`config.mk`:
```
export PLATFORM = sky130hd
export DESIGN_NAME = frame_sequence_checker_core
export DESIGN_NICKNAME = d
export VERILOG_FILES = /design/src/sv/fsc_pkg.sv /design/src/sv/frame_sequence_checker_core.sv
export SDC_FILE = /design/constraint.sdc
export NUM_CORES = 2
export LEC_CHECK = 0
export BUFFER_PORTS_ARGS = -buffer_cell sky130_fd_sc_hd__buf_2
export CORE_UTILIZATION = 56
export DETAILED_ROUTE_END_ITERATION = 10
export GPL_ROUTABILITY_DRIVEN = 0
export PLACE_DENSITY = 0.71
export SYNTH_ARGS = -nofsm -noshare
export SYNTH_HDL_FRONTEND = slang
export SYNTH_SLANG_ARGS = --single-unit
```
`constraint.sdc`:
```
create_clock -name i_clk -period 23 [get_ports i_clk]
set_input_delay 1.15 -clock i_clk [delete_from_list [all_inputs] [get_ports i_clk]]
set_output_delay 1.15 -clock i_clk [all_outputs]
set_load 0.005 [all_outputs]
```
`src/sv/fsc_pkg.sv`:
```
// Package for the frame sequence checker: sequencer state and disposition types,
// the frame rate scale constant and the configuration register indexes.
// Has no dependencies; the checker core imports it.
`default_nettype none

package fsc_pkg;

    // Sequencer states, one-hot.
    typedef enum logic [9:0] {
        S_IDLE    = 10'b00_0000_0001,
        S_CLASS   = 10'b00_0000_0010,
        S_UPDATE  = 10'b00_0000_0100,
        S_LOAD    = 10'b00_0000_1000,
        S_AVG     = 10'b00_0001_0000,
        S_MUL_HI  = 10'b00_0010_0000,
        S_MUL_ADD = 10'b00_0100_0000,
        S_CMP     = 10'b00_1000_0000,
        S_RATE    = 10'b01_0000_0000,
        S_OUT     = 10'b10_0000_0000
    } t_state;

    // Frame disposition as reported on the result tuser.
    typedef enum logic [1:0] {
        DISP_ACCEPTED  = 2'd0,
        DISP_DUPLICATE = 2'd1,
        DISP_OUT_ORDER = 2'd2,
        DISP_RESTARTED = 2'd3
    } t_disp;

    // Configuration register indexes.
    localparam logic [1:0] CFG_RESTART_MAX_START = 2'd0;
    localparam logic [1:0] CFG_RESTART_MIN_JUMP  = 2'd1;

    // Reset values of the configuration registers.
    localparam logic [31:0] RESET_MAX_START = 32'd30;
    localparam logic [31:0] RESET_MIN_JUMP  = 32'd100;

    // Frame rate in Q8: advance sum times 1e6 times 256 over delta sum.
    localparam logic [27:0] RATE_SCALE = 28'd256000000;
    localparam int          RATE_BITS  = 24;
    localparam int          AVG_STEPS  = 64;

    // Caps of the result fields.
    localparam logic [31:0] CAP32 = 32'hFFFF_FFFF;
    localparam logic [47:0] CAP48 = 48'hFFFF_FFFF_FFFF;

endpackage

`default_nettype wire

```
`src/sv/frame_sequence_checker_core.sv`:
```
// Frame sequence checker core: classifies received frames, keeps loss,
// reorder and timing statistics, and divides them on one shared divider.
// Depends on fsc_pkg.
`default_nettype none

// Every input transfer produces a result; when the frame rate saturates, the rate
// division is skipped. The input is taken again in the cycle after the result is
// loaded into the output register, so one frame is finished before the next is taken.
// The sequence runs on the one-bit-per-step shared divider: 64 steps for the
// average delta and 24 steps for the rate. Reset is synchronous and active low;
// it clears all statistics and restores the configuration defaults.
module frame_sequence_checker_core
    import fsc_pkg::*;
#(
    parameter int FRAME_BITS = 32,
    parameter int TIME_BITS  = 48,
    parameter int COUNT_BITS = 32
) (
    input  wire logic         i_clk,
    input  wire logic         i_rst_n,
    // Input frame stream.
    input  wire logic         i_s_axis_tvalid,
    output logic              o_s_axis_tready,
    // tdata, lowest bit up: frame_number[31:0], timestamp_us[79:32].
    input  wire logic [79:0]  i_s_axis_tdata,
    // Result stream.
    output logic              o_m_axis_tvalid,
    input  wire logic         i_m_axis_tready,
    // tdata, lowest bit up: accepted_count[31:0], missing_total[63:32],
    // largest_gap[95:64], duplicate_count[127:96], out_of_order_count[159:128],
    // restart_count[191:160], nonmonotonic_count[223:192], min_delta_us[271:224],
    // max_delta_us[319:272], average_delta_us[367:320], rate_q8[391:368].
    output logic [391:0]      o_m_axis_tdata,
    // tuser: disposition[1:0].
    output logic [1:0]        o_m_axis_tuser,
    // Configuration write channel.
    input  wire logic         i_cfg_valid,
    output logic              o_cfg_ready,
    input  wire logic [1:0]   i_cfg_index,
    input  wire logic [31:0]  i_cfg_data
);

    localparam logic [COUNT_BITS-1:0] CMAX    = '1;
    localparam int                    CNT_W   = $clog2(AVG_STEPS);
    localparam logic [CNT_W-1:0]      AVG_TOP = CNT_W'(AVG_STEPS - 1);
    localparam logic [CNT_W-1:0]      RATE_TOP = CNT_W'(RATE_BITS - 1);

    // Saturating counter increment.
    function automatic logic [COUNT_BITS-1:0] inc_cnt(input logic [COUNT_BITS-1:0] a);
        return (a == CMAX) ? a : a + 1'b1;
    endfunction

    // Counter plus a wide amount, saturating at the counter's maximum.
    function automatic logic [COUNT_BITS-1:0] add_cnt(input logic [COUNT_BITS-1:0] a,
                                                      input logic [63:0] b);
        logic [64:0] s;
        s = 65'(a) + 65'(b);
        return (s > 65'(CMAX)) ? CMAX : COUNT_BITS'(s);
    endfunction

    // 64-bit saturating add.
    function automatic logic [63:0] add64(input logic [63:0] a, input logic [63:0] b);
        logic [64:0] s;
        s = 65'(a) + 65'(b);
        return s[64] ? '1 : s[63:0];
    endfunction

    function automatic logic [31:0] cap_cnt(input logic [COUNT_BITS-1:0] v);
        return (64'(v) > 64'(CAP32)) ? CAP32 : 32'(v);
    endfunction

    function automatic logic [47:0] cap_time(input logic [63:0] v);
        return (v > 64'(CAP48)) ? CAP48 : 48'(v);
    endfunction

    // Sequencer.
    t_state r_state, n_state;

    // Configuration.
    logic [31:0] r_max_start, r_min_jump;

    // Statistics.
    logic                  r_has_accepted;
    logic [FRAME_BITS-1:0] r_last_frame;
    logic [TIME_BITS-1:0]  r_last_time;
    logic [COUNT_BITS-1:0] r_accepted, r_missing_sum, r_gap_peak, r_dup_total;
    logic [COUNT_BITS-1:0] r_order_total, r_restart_total, r_nonmono_total;
    logic [COUNT_BITS-1:0] r_sample_count;
    logic [TIME_BITS-1:0]  r_delta_min, r_delta_max;
    logic [63:0]           r_delta_sum, r_advance_sum;

    // Current frame and its classification.
    logic [FRAME_BITS-1:0] r_in_frame, r_adv;
    logic [TIME_BITS-1:0]  r_in_ts, r_delta;
    t_disp                 r_disp;
    logic                  r_first, r_ts_up;

    // Shared divider and rate product.
    logic [63:0]    r_rem, r_dvd, r_divisor, r_quo;
    logic [CNT_W-1:0] r_cnt;
    logic [95:0]    r_prod;
    logic [59:0]    r_part;
    logic [47:0]    r_avg;
    logic           r_sat;

    // Output register.
    logic           r_m_valid;
    logic [391:0]   r_m_data;
    logic [1:0]     r_m_user;

    // Classification of the held frame against the last accepted frame.
    logic                  c_eq, c_lt, c_ts_up, c_restart;
    logic [FRAME_BITS-1:0] c_jump;
    logic [FRAME_BITS-1:0] u_missing;
    logic [COUNT_BITS-1:0] u_miss_cap;

    // Shared subtractor: one restoring division step, or the rate range check.
    logic [64:0] sub_a;
    logic [63:0] sub_b;
    logic [65:0] sub_diff;
    logic        sub_take;

    logic [31:0] mul_a;
    logic [59:0] mul_p;

    logic in_xfer, out_free;

    assign in_xfer  = i_s_axis_tvalid && o_s_axis_tready;
    assign out_free = !r_m_valid || i_m_axis_tready;

    assign c_eq      = (r_in_frame == r_last_frame);
    assign c_lt      = (r_in_frame < r_last_frame);
    assign c_ts_up   = (r_in_ts > r_last_time);
    assign c_jump    = r_last_frame - r_in_frame;
    assign c_restart = (64'(r_in_frame) <= 64'(r_max_start))
                    && (64'(c_jump) >= 64'(r_min_jump)) && c_ts_up;

    assign u_missing  = r_adv - 1'b1;
    assign u_miss_cap = (65'(u_missing) > 65'(CMAX)) ? CMAX : COUNT_BITS'(u_missing);

    always_comb begin
        if (r_state == S_CMP) begin
            sub_a = {1'b0, r_prod[87:24]};
            sub_b = r_delta_sum;
        end else begin
            sub_a = {r_rem, r_dvd[63]};
            sub_b = r_divisor;
        end
    end

    assign sub_diff = {1'b0, sub_a} - {2'b00, sub_b};
    assign sub_take = !sub_diff[65];

    // One 32 by 28 multiplier, used for the low and then the high half.
    assign mul_a = (r_state == S_LOAD) ? r_advance_sum[31:0] : r_advance_sum[63:32];
    assign mul_p = mul_a * RATE_SCALE;

    always_comb begin
        n_state = r_state;
        case (r_state)
            S_IDLE:    if (in_xfer) n_state = S_CLASS;
            S_CLASS:   n_state = S_UPDATE;
            S_UPDATE:  n_state = S_LOAD;
            S_LOAD:    n_state = S_AVG;
            S_AVG:     if (r_cnt == '0) n_state = S_MUL_HI;
            S_MUL_HI:  n_state = S_MUL_ADD;
            S_MUL_ADD: n_state = S_CMP;
            // A quotient that reaches bit 24 or beyond saturates at once.
            S_CMP:     n_state = ((r_prod[95:88] != '0) || sub_take) ? S_OUT : S_RATE;
            S_RATE:    if (r_cnt == '0) n_state = S_OUT;
            S_OUT:     if (out_free) n_state = S_IDLE;
            default:   n_state = S_IDLE;
        endcase
    end

    // Control state, configuration and statistics.
    always_ff @(posedge i_clk) begin
        if (!i_rst_n) begin
            r_state         <= S_IDLE;
            r_max_start     <= RESET_MAX_START;
            r_min_jump      <= RESET_MIN_JUMP;
            r_has_accepted  <= 1'b0;
            r_last_frame    <= '0;
            r_last_time     <= '0;
            r_accepted      <= '0;
            r_missing_sum   <= '0;
            r_gap_peak      <= '0;
            r_dup_total     <= '0;
            r_order_total   <= '0;
            r_restart_total <= '0;
            r_nonmono_total <= '0;
            r_sample_count  <= '0;
            r_delta_min     <= '0;
            r_delta_max     <= '0;
            r_delta_sum     <= '0;
            r_advance_sum   <= '0;
            r_m_valid       <= 1'b0;
        end else begin
            r_state <= n_state;

            if (i_cfg_valid) begin
                if (i_cfg_index == CFG_RESTART_MAX_START) begin
                    r_max_start <= i_cfg_data;
                end else if (i_cfg_index == CFG_RESTART_MIN_JUMP) begin
                    r_min_jump <= i_cfg_data;
                end
            end

            if (r_state == S_UPDATE) begin
                if (r_first) begin
                    r_has_accepted <= 1'b1;
                    r_last_frame   <= r_in_frame;
                    r_last_time    <= r_in_ts;
                    r_accepted     <= inc_cnt(r_accepted);
                end else begin
                    case (r_disp)
                        DISP_DUPLICATE: r_dup_total <= inc_cnt(r_dup_total);
                        DISP_OUT_ORDER: r_order_total <= inc_cnt(r_order_total);
                        DISP_RESTARTED: begin
                            r_restart_total <= inc_cnt(r_restart_total);
                            r_accepted      <= inc_cnt(r_accepted);
                            r_last_frame    <= r_in_frame;
                            r_last_time     <= r_in_ts;
                        end
                        default: begin
                            // Forward frame: loss statistics, and a timing sample or a nonmonotonic count.
                            r_missing_sum <= add_cnt(r_missing_sum, 64'(u_missing));
                            if (u_miss_cap > r_gap_peak) begin
                                r_gap_peak <= u_miss_cap;
                            end
                            if (r_ts_up) begin
                                if (r_sample_count == '0) begin
                                    r_delta_min <= r_delta;
                                    r_delta_max <= r_delta;
                                end else begin
                                    if (r_delta < r_delta_min) r_delta_min <= r_delta;
                                    if (r_delta > r_delta_max) r_delta_max <= r_delta;
                                end
                                // A full sample counter freezes both sums with it.
                                if (r_sample_count != CMAX) begin
                                    r_sample_count <= r_sample_count + 1'b1;
                                    r_delta_sum    <= add64(r_delta_sum, 64'(r_delta));
                                    r_advance_sum  <= add64(r_advance_sum, 64'(r_adv));
                                end
                            end else begin
                                r_nonmono_total <= inc_cnt(r_nonmono_total);
                            end
                            r_accepted   <= inc_cnt(r_accepted);
                            r_last_frame <= r_in_frame;
                            r_last_time  <= r_in_ts;
                        end
                    endcase
                end
            end

            if (r_state == S_OUT && out_free) begin
                r_m_valid <= 1'b1;
            end else if (i_m_axis_tready) begin
                r_m_valid <= 1'b0;
            end
        end
    end

    // Datapath registers.
    always_ff @(posedge i_clk) begin
        case (r_state)
            S_IDLE: begin
                if (in_xfer) begin
                    r_in_frame <= FRAME_BITS'(i_s_axis_tdata[31:0]);
                    r_in_ts    <= TIME_BITS'(i_s_axis_tdata[79:32]);
                end
            end
            S_CLASS: begin
                r_first <= !r_has_accepted;
                r_ts_up <= c_ts_up;
                r_adv   <= r_in_frame - r_last_frame;
                r_delta <= r_in_ts - r_last_time;
                if (!r_has_accepted) begin
                    r_disp <= DISP_ACCEPTED;
                end else if (c_eq) begin
                    r_disp <= DISP_DUPLICATE;
                end else if (c_lt) begin
                    r_disp <= c_restart ? DISP_RESTARTED : DISP_OUT_ORDER;
                end else begin
                    r_disp <= DISP_ACCEPTED;
                end
            end
            S_LOAD: begin
                // Average delta: delta sum over sample count.
                r_rem     <= '0;
                r_dvd     <= r_delta_sum;
                r_divisor <= 64'(r_sample_count);
                r_quo     <= '0;
                r_cnt     <= AVG_TOP;
                r_prod    <= 96'(mul_p);
            end
            S_AVG, S_RATE: begin
                r_rem <= sub_take ? sub_diff[63:0] : sub_a[63:0];
                r_dvd <= {r_dvd[62:0], 1'b0};
                r_quo <= {r_quo[62:0], sub_take};
                r_cnt <= r_cnt - 1'b1;
            end
            S_MUL_HI: begin
                r_avg  <= (r_sample_count == '0) ? '0 : cap_time(r_quo);
                r_part <= mul_p;
            end
            S_MUL_ADD: begin
                r_prod[95:32] <= r_prod[95:32] + 64'(r_part);
            end
            S_CMP: begin
                // Upper dividend bits already below the divisor become the remainder.
                r_sat     <= (r_prod[95:88] != '0) || sub_take;
                r_rem     <= r_prod[87:24];
                r_dvd     <= {r_prod[23:0], 40'd0};
                r_divisor <= r_delta_sum;
                r_quo     <= '0;
                r_cnt     <= RATE_TOP;
            end
            S_OUT: begin
                if (out_free) begin
                    r_m_user <= r_disp;
                    r_m_data <= {
                        (r_delta_sum == '0) ? 24'd0 : (r_sat ? 24'hFF_FFFF : r_quo[23:0]),
                        r_avg,
                        cap_time(64'(r_delta_max)),
                        cap_time(64'(r_delta_min)),
                        cap_cnt(r_nonmono_total),
                        cap_cnt(r_restart_total),
                        cap_cnt(r_order_total),
                        cap_cnt(r_dup_total),
                        cap_cnt(r_gap_peak),
                        cap_cnt(r_missing_sum),
                        cap_cnt(r_accepted)
                    };
                end
            end
            default: begin
            end
        endcase
    end

    assign o_s_axis_tready = (r_state == S_IDLE);
    assign o_m_axis_tvalid = r_m_valid;
    assign o_m_axis_tdata  = r_m_data;
    assign o_m_axis_tuser  = r_m_user;
    assign o_cfg_ready     = 1'b1;

`ifndef SYNTHESIS
    a_accept_starts: assert property (@(posedge i_clk) disable iff (!i_rst_n)
        in_xfer |=> (r_state == S_CLASS))
        else $error("input transfer did not start classification");

    a_min_le_max: assert property (@(posedge i_clk) disable iff (!i_rst_n)
        (r_sample_count != '0) |-> (r_delta_min <= r_delta_max))
        else $error("minimum delta above maximum delta");

    a_gap_le_sum: assert property (@(posedge i_clk) disable iff (!i_rst_n)
        r_gap_peak <= r_missing_sum)
        else $error("largest gap above missing total");

    a_sum_has_samples: assert property (@(posedge i_clk) disable iff (!i_rst_n)
        (r_delta_sum != '0) |-> (r_sample_count != '0))
        else $error("delta sum without samples");
`endif

endmodule

`default_nettype wire

```
Word level (Yosys, flattened, before mapping)
Cells that the tools add are included.
{"block": "classes", "bitwise": 10, "magnitude_cmp": 9, "mul": 1, "n_reduce_logical": 42, "eq_ne": 26, "n_addsub": 16, "muxes": 37}
{"operator": "case mux 64 bit (2 select lines)", "count": 3}
{"operator": "case mux 64 bit (3 select lines)", "count": 2}
{"operator": "2-to-1 mux 48 bit", "count": 7}
{"operator": "2-to-1 mux 64 bit", "count": 4}
{"operator": "2-to-1 mux 32 bit", "count": 7}
{"operator": "adder 32 x 1 -> 32 bit, second input constant", "count": 6}
{"operator": "equality test 32 bit, second input constant", "count": 5}
{"operator": "case mux 10 bit (10 select lines)", "count": 1}
{"operator": "> comparator 48 bit", "count": 2}
{"operator": "subtractor 65 x 64 -> 66 bit", "count": 1}
{"operator": "adder 64 x 32 -> 65 bit", "count": 1}
{"operator": "adder 64 x 48 -> 65 bit", "count": 1}
{"operator": "2-to-1 mux 65 bit", "count": 1}
{"operator": "adder 64 x 60 -> 64 bit", "count": 1}
{"operator": "> comparator 64 x 48 -> 1 bit, second input constant", "count": 1}
{"operator": "zero test 64 bit", "count": 1}
{"operator": "subtractor 32 bit", "count": 2}
{"operator": "2-to-1 mux 10 bit", "count": 5}
{"operator": "< comparator 48 bit", "count": 1}
{"operator": "subtractor 48 bit", "count": 1}
{"operator": "multiplier 32 x 14 -> 46 bit, second input constant", "count": 1}
{"operator": "adder 32 x 32 -> 33 bit", "count": 1}
{"operator": "> comparator 33 x 32 -> 1 bit, second input constant", "count": 1}
{"operator": "equality test 32 bit", "count": 1}
{"operator": "40 further kinds", "count": 84}
{"block": "word_totals", "out_inout_bits": 397, "register_bits": 1633, "in_bits": 119, "wordCells": 181}

Depth between registers and ports, before layout
{"block": "logic_depth", "depth_word": 7, "depth_mapped": 33, "ltp_nobuf": 31}

Worst setup path after synthesis
Ideal clock, no wire load.
{"block": "synth_path", "kind": "input -> register", "from": "input port i_m_axis_tready", "to": "register r_m_data[0] (netlist: o_m_axis_tdata[0]), enable pin", "n_path_buf": 0, "stages": 2, "setup_ns": 1.203, "t_arrival_ns": 18.517, "required_ns": 21.797, "setup_slack_ns": 3.280, "path_cell_list": "nand2b_1 nor2b_1"}
{"block": "synth_between", "elab_chain_cells": 2}
{"item": "from (decl)", "line": "frame_sequence_checker_core.sv:28", "text": "input wire logic i_m_axis_tready,"}
{"item": "logical OR 1 bit", "line": "frame_sequence_checker_core.sv:129", "text": "assign out_free = !r_m_valid || i_m_axis_tready;"}
{"item": "AND reduction 2 bit (no source line)"}
{"item": "to (signal assigned)", "line": "frame_sequence_checker_core.sv:322", "text": "r_m_data <= {"}
{"item": "to (decl)", "line": "frame_sequence_checker_core.sv:108", "text": "logic [391:0] r_m_data;"}
Every way passes these cells.
A chain may end at the register's enable or synchronous reset.

Final worst setup path
{"block": "layout_path", "from": "register r_state[4]", "to": "register r_prod[55] (data pin)"}
{"block": "layout_between", "elab_chain_cells": 4, "elab_cells_between_ends": 5, "classes_between": "mul (1); eq/ne (2); mux (2)"}
{"item": "from (decl)", "line": "frame_sequence_checker_core.sv:77", "text": "t_state r_state, n_state;"}
{"item": "from (signal assigned)", "line": "frame_sequence_checker_core.sv:199", "text": "r_state <= n_state;"}
{"item": "equality test 10 x 4 -> 1 bit", "line": "frame_sequence_checker_core.sv:155", "text": "assign mul_a = (r_state == S_LOAD) ? r_advance_sum[31:0] : r_advance_sum[63:32];"}
{"item": "2-to-1 mux 32 bit", "line": "frame_sequence_checker_core.sv:155"}
{"item": "multiplier 32 x 14 -> 46 bit", "line": "frame_sequence_checker_core.sv:156", "text": "assign mul_p = mul_a * RATE_SCALE;"}
{"item": "via mul_p[55]", "line": "frame_sequence_checker_core.sv:124", "text": "logic [59:0] mul_p;"}
{"item": "case mux 64 bit (2 select lines)", "line": "frame_sequence_checker_core.sv:266", "text": "case (r_state)"}
{"item": "to (signal assigned)", "line": "frame_sequence_checker_core.sv:295", "text": "r_prod <= 96'(mul_p);"}
{"item": "to (signal assigned)", "line": "frame_sequence_checker_core.sv:308", "text": "r_prod[95:32] <= r_prod[95:32] + 64'(r_part);"}
{"item": "to (decl)", "line": "frame_sequence_checker_core.sv:101", "text": "logic [95:0] r_prod;"}
The timed path passes the listed nets, and every way through them passes these cells.

==> summary.md <==
| Metric | Value |
|---|---|
| Outcome | `completed` |
| Initial DRC count | `roughly 5500` |
| Core area | `160600 um^2` |
| Post-CTS sizing | `0` |
| Area of the die | `163300 um^2` |
| Clk_lat worst skew | `0.81 ns` |
| Post-CTS setup buffers | `0` |
| Least-Margin Pin Slew | `1.252 ns` |
| # hold bufs at CTS | `0` |
| TritonCTS clock tree | `yes` |
| Clock slew at reported path FFs | `0.06 ns` |
| DRC | `0` |
| Crit path largest cell delay | `0.69 ns` |
| Most used cell, CP | `xnor2_1` |
| Setup Crit Path Kind | `reg -> reg` |
| Seq/Total Area, Yosys | `47.11%` |
| Hpwl dp | `about 180 mm` |
| Cell family with the largest share of critical-path delay | `adder cells` |
| Worst path bufs/invs | `4` |
| Starting Density | `56.41%` |
| Clock Skew | `0.03361 ns` |
| Nets | `10477` |
| Clock buffer depth | `3` |
| RSZ-0062 raised after global routing | `no` |
| Yosys reg bits | `1633` |
| Number of buffers added on ports | `514` |
| Clock Sinks | `1633` |
| Max-slew headroom | `16.54%` |
| CTS Buf Count | `171` |
| Maxcap violations | `0` |
| Critical Path RT | `23.54 ns` |
| Post-synth top area share | `33.05%` |
| PD cells | `64.41 nW/um^2` |
| Initial antenna violation count | `9` |
| Yosys warnings | `0` |
| Core Rows | `around 150` |
| Post-synth ARST share | `0%` |
| Post-synth top flop | `edfxtp_1` |
| Share of layout cells above drive strength 1 | `a little under a tenth` |
| Avg Vias per Cell | `5.862` |
| Mean routed wirelength per cell | `20.27 um` |
| Fin crit share | `roughly 43%` |
| Leakage power | `approximately 41 nW` |
| Final Max Tran Viols | `0` |
| Filler cells | `12863` |
| Pin count of the biggest net entering global routing | `177` |
| Crit path max-delay cell type | `mux2i_1` |
| Total power | `around 6.5 mW` |
| Die X | `404.2 um` |
| Worst R2R Setup Slack | `13.19 ns` |
| Unique cell type count in the Yosys netlist | `99` |
| Total GRT Usage | `between 20% and 30%` |
| Top cells by area, synth | `edfxtp_1, dfxtp_1, ha_1` |
| Worst Setup Start Kind | `flop` |
| Die span in y | `404.2 um` |
| CTS H-tree depth | `4` |
| Cells after Synth | `approximately 9000` |
| Endpoint class of the critical path | `flop` |
| P&R area growth vs syn | `11.42%` |
| Hold Vio Cnt, Final | `0` |
| Congestion Overflow GR | `0` |
| I/O Pins | `a little over 500` |
| Post-Syn Nets | `10095` |
| Setup violators final | `0` |
| Critical-path maximum fanout | `22` |
| ANT nets after route | `0` |
| Dominant cell type by area after synthesis | `edfxtp_1` |
| Maximum clock rate | `102.0 MHz` |
| First-pass GRT wire length | `between 300 and 400 mm` |
| Vias | `69539` |
| DRT Wirelength | `240.4 mm` |
| Setup TNS | `0 ns` |
| Post-Syn Area | `90570 um^2` |
| Max IR drop VDD | `71.18 uV` |
| Post-synth EDFFs | `roughly 1000` |
| Root buffer selected by CTS | `clkbuf_16` |
| Final min period | `9.805 ns` |
| Vias in the first global route | `between 60000 and 70000` |
| CP arrival | `around 10 ns` |
| Worst min path class | `reg -> reg` |
| Synthesized area per cell | `9.879 um^2` |
| Detailed Routing Iterations Pass 1 | `5` |
==> area by class of cell <==
type / count / area (um^2) / share of cell area [%]
Multi-Input combinational cell: 6586 / 44450 / 44.05
Clock inverter: 92 / 1071 / 1.061
Clock buffer: 228 / 4758 / 4.715
Tap cell: 2160 / 2703 / 2.678
Sequential cell: 1633 / 42670 / 42.28
Timing Repair Buffer: 572 / 3043 / 3.015
Inverter: 586 / 2207 / 2.187
Antenna cell: 6 / 15.01 / 0.01488
==> synth_stat cells, drive strengths merged, types with 12 or more instances <==
master,instances
clkbuf,302
o31ai,27
nand4,153
and2,99
and3,146
o21a,59
ha,685
a31oi,50
nor3,124
inv,583
nand2b,72
o21ai,446
a22oi,40
xor2,288
a21boi,28
nor2,645
dfxtp,636
or2,18
and4,51
nor2b,77
buf,61
fa,123
a21oi,740
o21bai,60
nor4,56
xnor2,276
nor3b,13
edfxtp,997
nand3,208
o211ai,29
nand2,1245
a21o,323
or3,59
a211oi,48
a41oi,12
a221oi,19
mux2i,189
==> cells in the final DEF, fill, tap and decap left out, types with 288 or more instances in the layout <==
| cell type | n |
|---|---|
| a21oi_1 | 739 |
| inv_1 | 581 |
| o21ai_0 | 442 |
| nor2_1 | 640 |
| dfxtp_1 | 636 |
| ha_1 | 685 |
| xor2_1 | 288 |
| edfxtp_1 | 997 |
| a21o_1 | 323 |
| nand2_1 | 1243 |
| buf_2 | 513 |
==> final timing paths <==
| path | from | cells after the start | endpoint |
|---|---|---|---|
| worst min-delay path | r_avg[21] | 0 | o_m_axis_tdata[341] |
| worst max register to register | r_state[4] | 29 | r_prod[55] |
| worst min register to register | r_avg[21] | 0 | o_m_axis_tdata[341] |
| worst max-delay path | r_state[4] | 29 | r_prod[55] |
==> stage by stage <==
step	utilization, %	hold slack, ns	worst slack [ns]	cell area (um^2)	cells
global route	62.85	0.4201	12.75	100900	11862
detailed placement	59.21	0.4045	13.39	95070	11537
floorplan	-	0.4003	3.280	90570	9168
finish	62.85	0.4075	13.19	100900	11863
global placement	59.21	0.4017	13.70	95070	11537
CTS	62.84	0.4183	13.30	100900	11857
==> where the power goes <==
| group | total, mW | switching, mW | internal, mW |
|---|---|---|---|
| clock network | 2.86 | 1.21 | 1.65 |
| logic | 0.462 | 0.283 | 0.179 |
| registers | 3.18 | 0.0461 | 3.13 |
| total | 6.50 | 1.54 | 4.96 |
==> flip-flops by register name (all words and copies together) (netlist names), 46 cells and up <==
signal	flops
o_m_axis_tdata	392
r_advance_sum	64
r_avg	48
r_delta	48
r_delta_max	48
r_delta_min	48
r_delta_sum	64
r_divisor	64
r_dvd	64
r_in_ts	48
r_last_time	48
r_part	46
r_prod	82
r_quo	64
r_rem	64
==> cell families (layout without fill, tap and decap cells) <==
logic type,after synthesis,after routing,synth area share (%)
other cells,1,7,0.004140
flops,1633,1633,47.11
fa+ha+maj,811,811,12.21
compound gates,2014,2014,13.72
buf+inv,949,1478,3.983
xor+xnor,564,564,5.454
simple gates,3000,3000,15.33
mux,196,196,2.176
==> per-layer routing <==
metal | global-route usage (%) | vias up | share of wire, %
met2 | 47.33 | 2496 | 47
met4 | 15.00 | 0 | 5.6
met5 | 0 | - | 0
met1 | 36.72 | 33153 | 41
li1 | - | 33305 | -
met3 | 4.110 | 585 | 6.4
No activity file was read; power rests on OpenSTA's default activity.
